$ cat config.mk
export PLATFORM = sky130hd
export DESIGN_NAME = sah_queue
export DESIGN_NICKNAME = d
export VERILOG_FILES = /design/src/hdl/sah_queue.sv
export SDC_FILE = /design/constraint.sdc
export NUM_CORES = 1
export LEC_CHECK = 0
export BUFFER_PORTS_ARGS = -buffer_cell sky130_fd_sc_hd__buf_4
export CORE_AREA = 4 4 41 43
export DETAILED_ROUTE_END_ITERATION = 6
export DIE_AREA = 0 0 45 47
export PLACE_DENSITY = 0.52
export SKIP_CTS_REPAIR_TIMING = 1
export SLEW_MARGIN = 20
export SYNTH_ARGS = -nofsm -noshare
export SYNTH_HDL_FRONTEND = slang
export SYNTH_SLANG_ARGS = --single-unit
$ cat constraint.sdc
create_clock -name clk -period 3.8 [get_ports clk]
set_clock_uncertainty 0.1 [all_clocks]
set_input_delay 0.38 -clock clk [delete_from_list [all_inputs] [get_ports clk]]
set_output_delay 0.38 -clock clk [all_outputs]
set_load 0.03 [all_outputs]
$ cat src/hdl/sah_queue.sv
// Small synchronous FIFO used between the front and back ends and for results.
// Payload type and depth are parameters; no package dependency.
module sah_queue #(
  parameter type T     = logic,
  parameter int  DEPTH = 2
) (
  input  logic clk,
  input  logic rst_n,
  input  logic push,
  input  T     push_data,
  output logic full,
  input  logic pop,
  output T     pop_data,
  output logic empty
);

  localparam int PtrW = (DEPTH > 1) ? $clog2(DEPTH) : 1;
  localparam int CntW = $clog2(DEPTH + 1);

  T                entries [DEPTH];
  logic [PtrW-1:0] wr_ptr_r, wr_ptr_nxt;
  logic [PtrW-1:0] rd_ptr_r, rd_ptr_nxt;
  logic [CntW-1:0] count_r, count_nxt;
  logic            do_push, do_pop;

  assign full     = (count_r == CntW'(DEPTH));
  assign empty    = (count_r == '0);
  assign do_push  = push && !full;
  assign do_pop   = pop && !empty;
  assign pop_data = entries[rd_ptr_r];

  always_comb begin
    wr_ptr_nxt = wr_ptr_r;
    rd_ptr_nxt = rd_ptr_r;
    count_nxt  = count_r;
    if (do_push) begin
      wr_ptr_nxt = (wr_ptr_r == PtrW'(DEPTH - 1)) ? '0 : wr_ptr_r + 1'b1;
    end
    if (do_pop) begin
      rd_ptr_nxt = (rd_ptr_r == PtrW'(DEPTH - 1)) ? '0 : rd_ptr_r + 1'b1;
    end
    if (do_push && !do_pop) begin
      count_nxt = count_r + 1'b1;
    end else if (do_pop && !do_push) begin
      count_nxt = count_r - 1'b1;
    end
  end

  always_ff @(posedge clk) begin
    if (!rst_n) begin
      wr_ptr_r <= '0;
      rd_ptr_r <= '0;
      count_r  <= '0;
    end else begin
      wr_ptr_r <= wr_ptr_nxt;
      rd_ptr_r <= rd_ptr_nxt;
      count_r  <= count_nxt;
    end
  end

  always_ff @(posedge clk) begin
    if (do_push) begin
      entries[wr_ptr_r] <= push_data;
    end
  end

endmodule

==> metrics <==
Max Buffers Root-to-Sink=2; Root Driver=clkbuf_4; Worst EP arrival=approximately 1800 ps; Min-Delay Endpoint=entries[0]$_DFFE_PP_; FF-to-FF End=count_r[1]$_SDFFE_PN0P_; CP delay by family, top=simple AND/OR/NAND/NOR gates; DRC violations left=0; RR Startpoint=count_r[0]$_SDFFE_PN0P_; syn_nets=34; Critical path buffers and inverters=1; Die Ht=~47 um; register bit total from synthesis=7; Psw=roughly 0.12 mW; hold path cells=1; max cap viols=0; worst-margin pin slew=about 220 ps; number of enable flip-flop cells after synthesis=2; Max Slew Vio Count=0; internal power=0.206 mW; sequential share of power=0.360; Sw Share=0.366; area delta synth->final=32.0%; FP Rows=13; slowest cell on the critical path=dfxtp_1; r2r setup slk=around 2100 ps; ranking of synthesized cells by area=dfxtp_1 (33%), edfxtp_1 (20%), and2_1 (6.1%), xnor2_1 (5.7%), ha_1 (4.1%); RSZ-0062 raised after global routing=no; relative slew slack=0.851; final setup violation count=0; static leakage=between 0.15 and 0.2 nW; setup_tns=0 ps; share of cells above drive strength 1=0.333; slowest stage delay, CP=410 ps; CTS tree=yes; Cell Chain, Critical Path=nand2b_1, inv_2, nor2_1, ha_1, or3_1, a21boi_1; synth warn=0; largest net degree at the start of global routing=6; fin crit share=0.438; post-synth top area cell=dfxtp_1; combinational share of power=0.437; Max Clk Rate=roughly 600 MHz; most common cell after layout, fill and taps aside=buf_4; Hold Crit Class=in -> reg; initial antenna violation count=0; sequential area share after synthesis=0.525; syn avg cell area=roughly 11 um2; Power per Cell Area=a little over 800 mW/mm2; Setup Crit Path Kind=reg -> reg; first-pass GRT wire length=883 um; I/O Buffers=7; Primary FF master, synth=dfxtp_1; worst skew pair latency=about 250 ps; HP Start=push_data; status=finished clean; H-tree levels=1; maximum vdd drop=~0.47 mV; commonest cells after routing, fill and taps aside=buf_4 (7), dfxtp_1 (5), and2_1 (3), clkbuf_4 (3); post-route ant nets=0; post-DP HPWL=444 um; total track usage=0.0651; Setup crit start kind=flop; WL final=around 540 um; CP endpoint kind=flop; synthesized cell area=a little over 300 um2; number of antenna cells inserted=0; Worst R2R Path Depth=6; per-cell routed wire length=9.96 um; Clock power frac=0.203; final instance area=403 um2; drt initial violations=2; Data required, critical path=just under 4000 ps; Cell Area, Placed=377 um2; post-synthesis async set-or-reset flop share=0; Chip Width=around 45 um; DR pass1 iterations=2; post-synthesis cell type count=19; GPL Wtd Cong=0.749; final worst path period need=about 1700 ps; Post-Synthesis Cells=28; die area=~0.0021 mm2; top-area cell type share of the netlist area=0.328; Core Area=0.00130 mm2; starting density of the core=0.235; Final #Nets=46; DR vias=between 200 and 250; detail-routed via count per cell=about 4.2; TritonCTS Buffers=3; grt total ovfl=0; Final Hold Vio Count=0; Clk pin slew, worst setup/hold paths=roughly 50 ps; Ports=8; vias in the first global route=between 200 and 250; TritonCTS Sinks=7; crit-path max FO=5
-- per-layer routing --
layer / global-route usage / part of all wire / up-vias
met4: 0.0175 / 0 / 0
met3: 0.0690 / 0.10 / 0
met1: 0.0508 / 0.34 / 105
li1: - / - / 116
met5: 0 / 0 / -
met2: 0.110 / 0.56 / 7
-- cells by family (layout without fill, tap and decap cells) --
| group | count (synthesis) | in the layout | synth area share |
|---|---|---|---|
| AND/OR/NAND/NOR | 9 | 9 | 0.180 |
| flip-flops | 7 | 7 | 0.525 |
| AO/OA/AOI/OAI | 5 | 5 | 0.107 |
| XOR/XNOR | 3 | 3 | 0.0861 |
| buffers and inverters | 2 | 13 | 0.0246 |
| adder cells (fa/ha/maj) | 1 | 1 | 0.0410 |
| multiplexers | 1 | 1 | 0.0369 |
-- worst max-delay path by stage --
stage / start / slack, ps / end / depth (start not counted)
final: count_r[0]$_SDFFE_PN0P_ / 2130 / count_r[1]$_SDFFE_PN0P_ / 6
after detailed placement: count_r[0]$_SDFFE_PN0P_ / 2140 / count_r[1]$_SDFFE_PN0P_ / 6
after global placement: count_r[0]$_SDFFE_PN0P_ / 2190 / count_r[1]$_SDFFE_PN0P_ / 6
after global routing: count_r[0]$_SDFFE_PN0P_ / 2030 / count_r[1]$_SDFFE_PN0P_ / 6
after floorplan: count_r[0]$_SDFFE_PN0P_ / 2150 / count_r[1]$_SDFFE_PN0P_ / 6
after CTS: count_r[0]$_SDFFE_PN0P_ / 2120 / count_r[1]$_SDFFE_PN0P_ / 6
-- area by class of cell --
class                   instances  area [um2]
well taps                      15        18.8
fillers                       154         898
flip-flops and latches          7         160
repair buffers                  7        52.6
inverters                       2        7.51
multi-input cells              19         138
clock buffers                   4        26.3
-- Yosys cell counts (all sizes together), types with 2 or more instances --
| library cell | number |
|---|---|
| xnor2 | 2 |
| a21boi | 2 |
| nor2 | 2 |
| edfxtp | 2 |
| dfxtp | 5 |
| inv | 2 |
| and2 | 3 |
| o21ai | 2 |
-- metrics by stage --
stage | hold WS [ps] | utilization | power, mW | setup WS, ps | cells
detailed placement | 416 | 0.289 | 0.262 | 2140 | 50
floorplan | 379 | - | 0.220 | 2150 | 28
finish | 218 | 0.310 | 0.325 | 2130 | 54
CTS | 214 | 0.310 | 0.331 | 2120 | 54
global route | 203 | 0.310 | 0.352 | 2030 | 54
global placement | 399 | 0.289 | 0.255 | 2190 | 50
-- power by group through the flow --
stage	Clock (mW)	Combinational, mW	Sequential [mW]
floorplan	0	0.106	0.115
global placement	0	0.139	0.116
detailed placement	0	0.143	0.119
CTS	0.0689	0.144	0.117
global route	0.0745	0.156	0.121
finish	0.0661	0.142	0.117
(Power assumes the default switching activity.)
