## src/hdl/sah_pkg.sv

```systemverilog
// Shared types and constants of the LIFO arena allocator.
// Item and result beats, the decoded command, opcode, status and register codes.
// No dependencies.
package sah_pkg;

  // Arena geometry. The header store holds one entry per header slot.
  localparam int ARENA_MAX_BYTES = 65536;
  localparam int HEADER_BYTES    = 8;
  localparam int HDR_SHIFT       = $clog2(HEADER_BYTES);
  localparam int STORE_DEPTH     = ARENA_MAX_BYTES / HEADER_BYTES;
  localparam int IDX_W           = $clog2(STORE_DEPTH);

  // Field widths.
  localparam int OFF_W   = 17;
  localparam int ADDR_W  = 32;
  localparam int LG_W    = 4;
  localparam int MASK_W  = 15;
  localparam int CFG_W   = 32;
  localparam int CFG_IDX_W = 1;

  // Opcodes.
  localparam logic [1:0] OP_ALLOC  = 2'd0;
  localparam logic [1:0] OP_POP    = 2'd1;
  localparam logic [1:0] OP_RESET  = 2'd2;
  localparam logic [1:0] OP_REWIND = 2'd3;

  // Result status codes.
  localparam logic [1:0] ST_OK          = 2'd0;
  localparam logic [1:0] ST_NO_SPACE    = 2'd1;
  localparam logic [1:0] ST_POP_EMPTY   = 2'd2;
  localparam logic [1:0] ST_REWIND_HIGH = 2'd3;

  // Configuration register indexes.
  localparam logic [CFG_IDX_W-1:0] CFG_BASE_ADDRESS = 1'd0;
  localparam logic [CFG_IDX_W-1:0] CFG_ARENA_BYTES  = 1'd1;

  typedef struct packed {
    logic [1:0]       opcode;
    logic [OFF_W-1:0] alloc_size;
    logic [LG_W-1:0]  align_log2;
    logic [OFF_W-1:0] rewind_target;
  } in_item_t;

  typedef struct packed {
    logic [1:0]        status;
    logic [ADDR_W-1:0] block_address;
    logic [OFF_W-1:0]  top_offset;
  } out_item_t;

  // Command as the front end hands it over: operands that do not depend on
  // the top are already formed.
  typedef struct packed {
    logic [1:0]        op;
    logic [MASK_W-1:0] align_mask;     // alignment minus one
    logic [ADDR_W:0]   base_mask;      // base plus alignment mask
    logic [OFF_W:0]    size_rnd;       // size plus header rounding slack
    logic [ADDR_W:0]   limit;          // absolute end of the usable arena
    logic [OFF_W-1:0]  rewind_target;
  } cmd_t;

endpackage

```

## src/hdl/sah_front.sv

```systemverilog
// Front end: takes input beats and turns them into commands for the back end.
// Depends on sah_pkg.
module sah_front (
  input  logic                          in_push,
  input  sah_pkg::in_item_t             in_data,
  output logic                          in_full,
  input  logic [sah_pkg::ADDR_W-1:0]    base_address,
  input  logic [sah_pkg::OFF_W-1:0]     arena_bytes,
  output logic                          q_push,
  output sah_pkg::cmd_t                 q_data,
  input  logic                          q_full
);

  logic [sah_pkg::MASK_W:0]    mask_wide;
  logic [sah_pkg::OFF_W-1:0]   usable;

  // An arena larger than the header store can cover is clipped to it.
  assign usable = (arena_bytes > sah_pkg::OFF_W'(sah_pkg::ARENA_MAX_BYTES))
                  ? sah_pkg::OFF_W'(sah_pkg::ARENA_MAX_BYTES) : arena_bytes;

  assign mask_wide = ({{sah_pkg::MASK_W{1'b0}}, 1'b1} << in_data.align_log2)
                     - {{sah_pkg::MASK_W{1'b0}}, 1'b1};

  always_comb begin
    q_data.op            = in_data.opcode;
    q_data.align_mask    = mask_wide[sah_pkg::MASK_W-1:0];
    q_data.base_mask     = {1'b0, base_address}
                           + {{(sah_pkg::ADDR_W + 1 - sah_pkg::MASK_W){1'b0}},
                              mask_wide[sah_pkg::MASK_W-1:0]};
    q_data.size_rnd      = {1'b0, in_data.alloc_size}
                           + (sah_pkg::OFF_W + 1)'(sah_pkg::HEADER_BYTES - 1);
    q_data.limit         = {1'b0, base_address}
                           + {{(sah_pkg::ADDR_W + 1 - sah_pkg::OFF_W){1'b0}}, usable};
    q_data.rewind_target = in_data.rewind_target;
  end

  assign in_full = q_full;
  assign q_push  = in_push && !q_full;

endmodule

```

## config.mk

```make
export PLATFORM = sky130hd
export DESIGN_NAME = sah_front
export DESIGN_NICKNAME = d
export VERILOG_FILES = /design/src/hdl/sah_pkg.sv /design/src/hdl/sah_front.sv
export SDC_FILE = /design/constraint.sdc
export NUM_CORES = 1
export LEC_CHECK = 0
export BUFFER_PORTS_ARGS = -buffer_cell sky130_fd_sc_hd__buf_2
export CORE_AREA = 2 2 84 86
export DETAILED_ROUTE_END_ITERATION = 12
export DIE_AREA = 0 0 86 88
export GPL_ROUTABILITY_DRIVEN = 0
export PLACE_DENSITY = 0.95
export SYNTH_ARGS = -nofsm -noshare
export SYNTH_HDL_FRONTEND = slang
export SYNTH_SLANG_ARGS = --single-unit
```

## constraint.sdc

```tcl
create_clock -name vclk -period 6.7
set_clock_uncertainty 0.2 [all_clocks]
set_input_delay 0.335 -clock vclk [all_inputs]
set_output_delay 0.335 -clock vclk [all_outputs]
set_load 0.005 [all_outputs]
```

==> results.yml, run 1 <==
outcome:
  status: "completed"
yosys:
  synth_top_area_cell: "ha_1"
  synth_top_family_by_area: "simple AND/OR/NAND/NOR gates"
  seq_area_frac_synth_pct: 0
  synth_cell_types: 62
  synthMuxAreaShare_pct: 0
  yosys.area.top_type_share_pct: 14.2
  synth_fp_nets: 556
  syn_area_sq_um: 3080
  synthCells: 428
  synth_warnings: 0
  synth_compound_area_share_pct: 25.1
  synth_xor_area_share_pct: 21.1
  avgSynthCellArea_sq_um: 7.19
  synthTopCellsByCount: "xnor2_1 (49), nand2_1 (38), ha_1 (35)"
  synth_most_common_cell: "xnor2_1"
  synthAdderAreaFrac_pct: 15.5
  synthSimpleGateAreaFrac_pct: 30.0
  synth_area_leaders: "ha_1 (14%), xnor2_1 (14%), xor2_1 (7.1%), nor2b_1 (5.3%), buf_4 (5.1%)"
drt:
  ant_nets: 0
  first_pass_iters: 5
  vias: 3728
  via_per_inst: 5.74
  drt_iter0_drc: 231
  drc: 0
  wl_per_cell_um: 15.7
  wl_um: 10200
final_layout:
  flops_and_latches: 0
  layout.nets: 700
  areaGrowthSynthToFinish_pct: 25.0
  clockBufferCount: 0
  regArea_sq_um: 0
  post_route_cells_drive_above_1_share_pct: 35.4
  num_antenna_cells: 0
setup_path:
  cp_data_required_time_ns: 6.16
  path_max_fanout: 15
  cpLargestDelayFamily: "simple AND/OR/NAND/NOR gates"
  path_cells: "buf_2, or2_2, or3b_2, ha_1, nor4bb_1, nor2_1, o22ai_1, ha_1, a21oi_1, o21ai_0, a221oi_1, o21a_1, nor2_1, xor2_1, buf_2"
  slowest_stage: "o21a_1"
  arrival_ns: 4.05
  end_kind: "primary output"
  cpPeakStageDelay_ns: 0.49
  path_buf_inv: 2
  criticalPathCategory: "primary input to primary output"
  start_kind: "primary input"
power:
  p_leak_nw: 1.92
  powerDensity_nw_per_um2: 85.4
  peakVddDrop_mv: 0.0476
place:
  dp.final_hpwl_um: 8720
  io_buffers: 173
sta:
  slew_headroom_pct: 39.7
  worstMarginPinSlew_ns: 0.893
  grt_setup_unrepaired: "no"
  timing.fmax_mhz: 218
  min_period_ns: 4.59
  fin_hold_ws_ns: 0.470
  drv_slew: 0
  finalSetupViolations: 0
  hold_viol: 0
  setup_tns_ns: 0
  fin_crit_sh_pct: 68.5
global_route:
  grt_first_pass_wirelength_um: 15600
  grt_pass1_vias: 3490
  grt_antenna_before_repair: 0
  grt_max_degree: 16
  grt_overflow: 0
  track_usage_pct: 24.6
floorplanning:
  core.rowCount: 30
  chipHeight_um: 88
  core_sq_um: 6640
  die_w_um: 86
  io_pins: 211
  die-area_sq_um: 7570
  initial_core_util_pct: 46.3
cts:
  hold_buffers: 0
  cts_resized: 0
  cts_setup_buffers: 0
job:
  maxCapViolations: 0
hold_path:
  min_path_type: "primary input to primary output"
## final cells by class
type               instances  area (sq um)
well taps                 80           100
repair buffers           173           866
multi-input cells        382          2820
fillers                  602          2800
inverters                 15          56.3
## stage by stage
| stage | setup WS [ns] | util [%] | cells | total power [W] | area (sq um) |
|---|---|---|---|---|---|
| finish | 2.11 | 57.9 | 650 | 0.000328 | 3840 |
| detailed placement | 2.17 | 57.9 | 650 | 0.000324 | 3840 |
| global placement | 2.30 | 57.9 | 650 | 0.000314 | 3840 |
| global route | 1.85 | 57.9 | 650 | 0.000360 | 3840 |
| floorplan | 2.76 | - | 428 | 0.000203 | 3080 |
| CTS | 2.17 | 57.9 | 650 | 0.000326 | 3840 |
## worst paths after layout
path	depth (start not counted)	start	slack, ns	to
worst max-delay path	15	in_data[20]	2.11	q_data[85]
worst min-delay path	0	in_data[38]	0.47	q_data[116]
## layer usage
layer  share of wire [%]  track usage [%]  vias up
li1                    -                -     1805
met5                   0                0        -
met4                 2.7             6.35        0
met1                  40             29.6     1715
met2                  51             46.6      180
met3                 6.6             2.36       28
## where the power goes
part	leakage, nW	total [W]	internal [W]	switching [W]
logic	1.92	0.000328	0.000148	0.000180
clock network	0	0	0	0
registers	0	0	0	0
total	1.92	0.000328	0.000148	0.000180
## layout by cell type (no fill, tap or decap), drive strengths merged, types with 2 or more instances in the layout
cell	count
a211o	3
a211oi	3
a21o	11
a21oi	28
a221oi	2
a31oi	5
and2	6
and3	12
and4	3
buf	173
fa	2
ha	35
inv	15
nand2	39
nand2b	7
nand3	11
nand4	7
nor2	23
nor2b	26
nor3	13
nor3b	3
nor4	6
o211a	2
o211ai	4
o21a	5
o21ai	22
o21bai	5
o22ai	3
o31a	2
o31ai	2
or2	3
xnor2	49
xor2	25
## kinds of logic after synthesis
kind of cell               Yosys count
and+or+nand+nor                    164
AOI/OAI and AO/OA                  107
xor gates and xnor gates            74
buffers and inverters               46
adders and majority gates           37
Note: power is estimated with default switching activity, not from simulation.
==> run 2: changes to the inputs <==
--- a/config.mk
+++ b/config.mk
@@ -6,11 +6,11 @@
 export NUM_CORES = 1
 export LEC_CHECK = 0
 export BUFFER_PORTS_ARGS = -buffer_cell sky130_fd_sc_hd__buf_2
-export CORE_AREA = 2 2 84 86
+export CORE_AREA = 2 2 87 89
 export DETAILED_ROUTE_END_ITERATION = 12
-export DIE_AREA = 0 0 86 88
+export DIE_AREA = 0 0 89 91
 export GPL_ROUTABILITY_DRIVEN = 0
-export PLACE_DENSITY = 0.95
+export PLACE_DENSITY = 0.91
 export SYNTH_ARGS = -nofsm -noshare
 export SYNTH_HDL_FRONTEND = slang
 export SYNTH_SLANG_ARGS = --single-unit
==> constraint.sdc (replaced) <==
create_clock -name vclk -period 4.6
set_clock_uncertainty 0.2 [all_clocks]
set_input_delay 0.23 -clock vclk [all_inputs]
set_output_delay 0.23 -clock vclk [all_outputs]
set_load 0.005 [all_outputs]
==> run 2 against run 1 <==
  * Total power increased by 50%
  * Setup slack got worse by 1.9 ns
  * Hold slack got worse by 0.21 ns
  * Critical path depth increased by 1
  * First-iteration DRC count increased by 28%
  * Combinational power increased by 50%
  * Global-route usage increased by 1.2 points
  * Sequential share of layout area unchanged
==> results.yml, run 2 (synthesis gave the netlist of run 1 again) <==
setup_path:
  cp_data_required_time_ns: 4.17
  criticalPathCategory: "primary input to primary output"
  arrival_ns: 3.91
  end_kind: "primary output"
  path_cells: "buf_2, or2_2, or3b_2, ha_1, nor4bb_1, nor2_1, o22ai_1, ha_1, a21oi_1, o21ai_0, a221oi_1, o21a_2, buf_12, nor3_2, xor2_1, buf_2"
  slowest_stage: "or3b_2"
  cpPeakStageDelay_ns: 0.48
  critPathLaunch: "in_data[20]"
  start_kind: "primary input"
  path_max_fanout: 15
floorplanning:
  io_pins: 211
  die_w_um: 89
  chipHeight_um: 91
  core_sq_um: 7140
  core.rowCount: 31
  die-area_sq_um: 8100
  initial_core_util_pct: 43.1
power:
  p_comb_share_pct: 100.0
  p_sw_share_pct: 55.2
  p_leak_nw: 1.93
  seqPwrFrac_pct: 0
  peakVddDrop_mv: 0.0624
  clkPwrFrac_pct: 0
  powerDensity_nw_per_um2: 127
  switchingPower_w: 0.000272
  p_int_w: 0.000220
global_route:
  track_usage_pct: 25.8
  grt_first_pass_wirelength_um: 17500
  grt_max_degree: 16
  grt_antenna_before_repair: 0
  grt_overflow: 0
  grt_pass1_vias: 3793
final_layout:
  final_common_cell: "buf_2"
  filler_cell_count: 707
  post_route_cells_drive_above_1_share_pct: 35.7
  flops_and_latches: 0
  areaGrowthSynthToFinish_pct: 26.4
  num_antenna_cells: 0
  mostFrequentLayoutCells: "buf_2 (173), xnor2_1 (49), nand2_1 (38), ha_1 (35), a21oi_1 (28)"
  clockBufferCount: 0
  multi_input_area_sq_um: 2820
  regArea_sq_um: 0
  layout.nets: 701
  final_area_sq_um: 3890
place:
  io_buffers: 173
  dpl_cell_area_sq_um: 3870
  dp.final_hpwl_um: 9310
  place_ws_ns: 0.150
drt:
  ant_nets: 0
  vias: 3867
  drc: 0
  wl_per_cell_um: 16.3
  wl_um: 10900
  via_per_inst: 5.77
  first_pass_iters: 5
  drt_iter0_drc: 296
sta:
  timing.fmax_mhz: 230
  drv_slew: 0
  grt_setup_unrepaired: "no"
  finalSetupViolations: 0
  fin_crit_sh_pct: 94.4
  min_period_ns: 4.34
  hold_viol: 0
  setup_tns_ns: 0
  worstMarginPinSlew_ns: 0.904
  fin_ws_ns: 0.256
  slew_headroom_pct: 38.9
cts:
  hold_buffers: 0
hold_path:
  hold_path_depth: 0
  hold_path_startpoint: "in_data[0]"
  min_path_type: "primary input to primary output"
  whs_endpoint: "q_data[0]"
outcome:
  status: "completed"
job:
  maxCapViolations: 0
run 2: metrics by stage:
step                total power [W]  hold slack [ns]  cells  util (%)
finish                     0.000492            0.260    670      54.5
global route               0.000540            0.260    670      54.5
CTS                        0.000483            0.260    669      54.2
detailed placement         0.000480            0.260    669      54.2
global placement           0.000463            0.260    669      54.2
floorplan                  0.000296            0.290    428         -
run 2: how the worst max path moves through the flow:
stage                       to  cells past startpoint  slack (ns)
global route        q_data[91]                     16        0.05
finish              q_data[95]                     16        0.26
global placement    q_data[99]                     15        0.40
floorplan           q_data[85]                     15        0.87
detailed placement  q_data[99]                     15        0.15
CTS                 q_data[99]                     15        0.15
run 2: critical path, delay by kind of cell:
family                   cells  cell delay (ns)
AO/OA/AOI/OAI                5             1.14
XOR/XNOR                     1             0.16
adder cells (fa/ha/maj)      2             0.63
buffers and inverters        3             0.45
AND/OR/NAND/NOR              5             1.30
run 2: metal layers:
| metal | GRT usage (%) | share of wire, % | up-vias | wire length, um |
|---|---|---|---|---|
| met5 | 0 | 0 | - | 0 |
| met4 | 8.08 | 3.4 | 0 | 368 |
| met3 | 3.55 | 7.5 | 48 | 823 |
| met2 | 45.6 | 51 | 191 | 5600 |
| met1 | 31.7 | 38 | 1818 | 4150 |
| li1 | - | - | 1810 | - |
run 2: power by group through the flow:
stage,registers [W],clock network [W],logic [W]
floorplan,0,0,0.000296
global placement,0,0,0.000463
detailed placement,0,0,0.000480
CTS,0,0,0.000483
global route,0,0,0.000540
finish,0,0,0.000492
run 2: final cells by class:
type / instances / share of cell area (%)
Multi-Input combinational cell: 382 / 72.6
Tap cell: 99 / 3.19
Timing Repair Buffer: 174 / 22.8
Inverter: 15 / 1.45
run 2: timing repair:
item / 4_1_cts / 5_1_grt
buffers inserted: 0 / 1
setup endpoints to repair: 0 / 9
gates resized for setup: 0 / 1
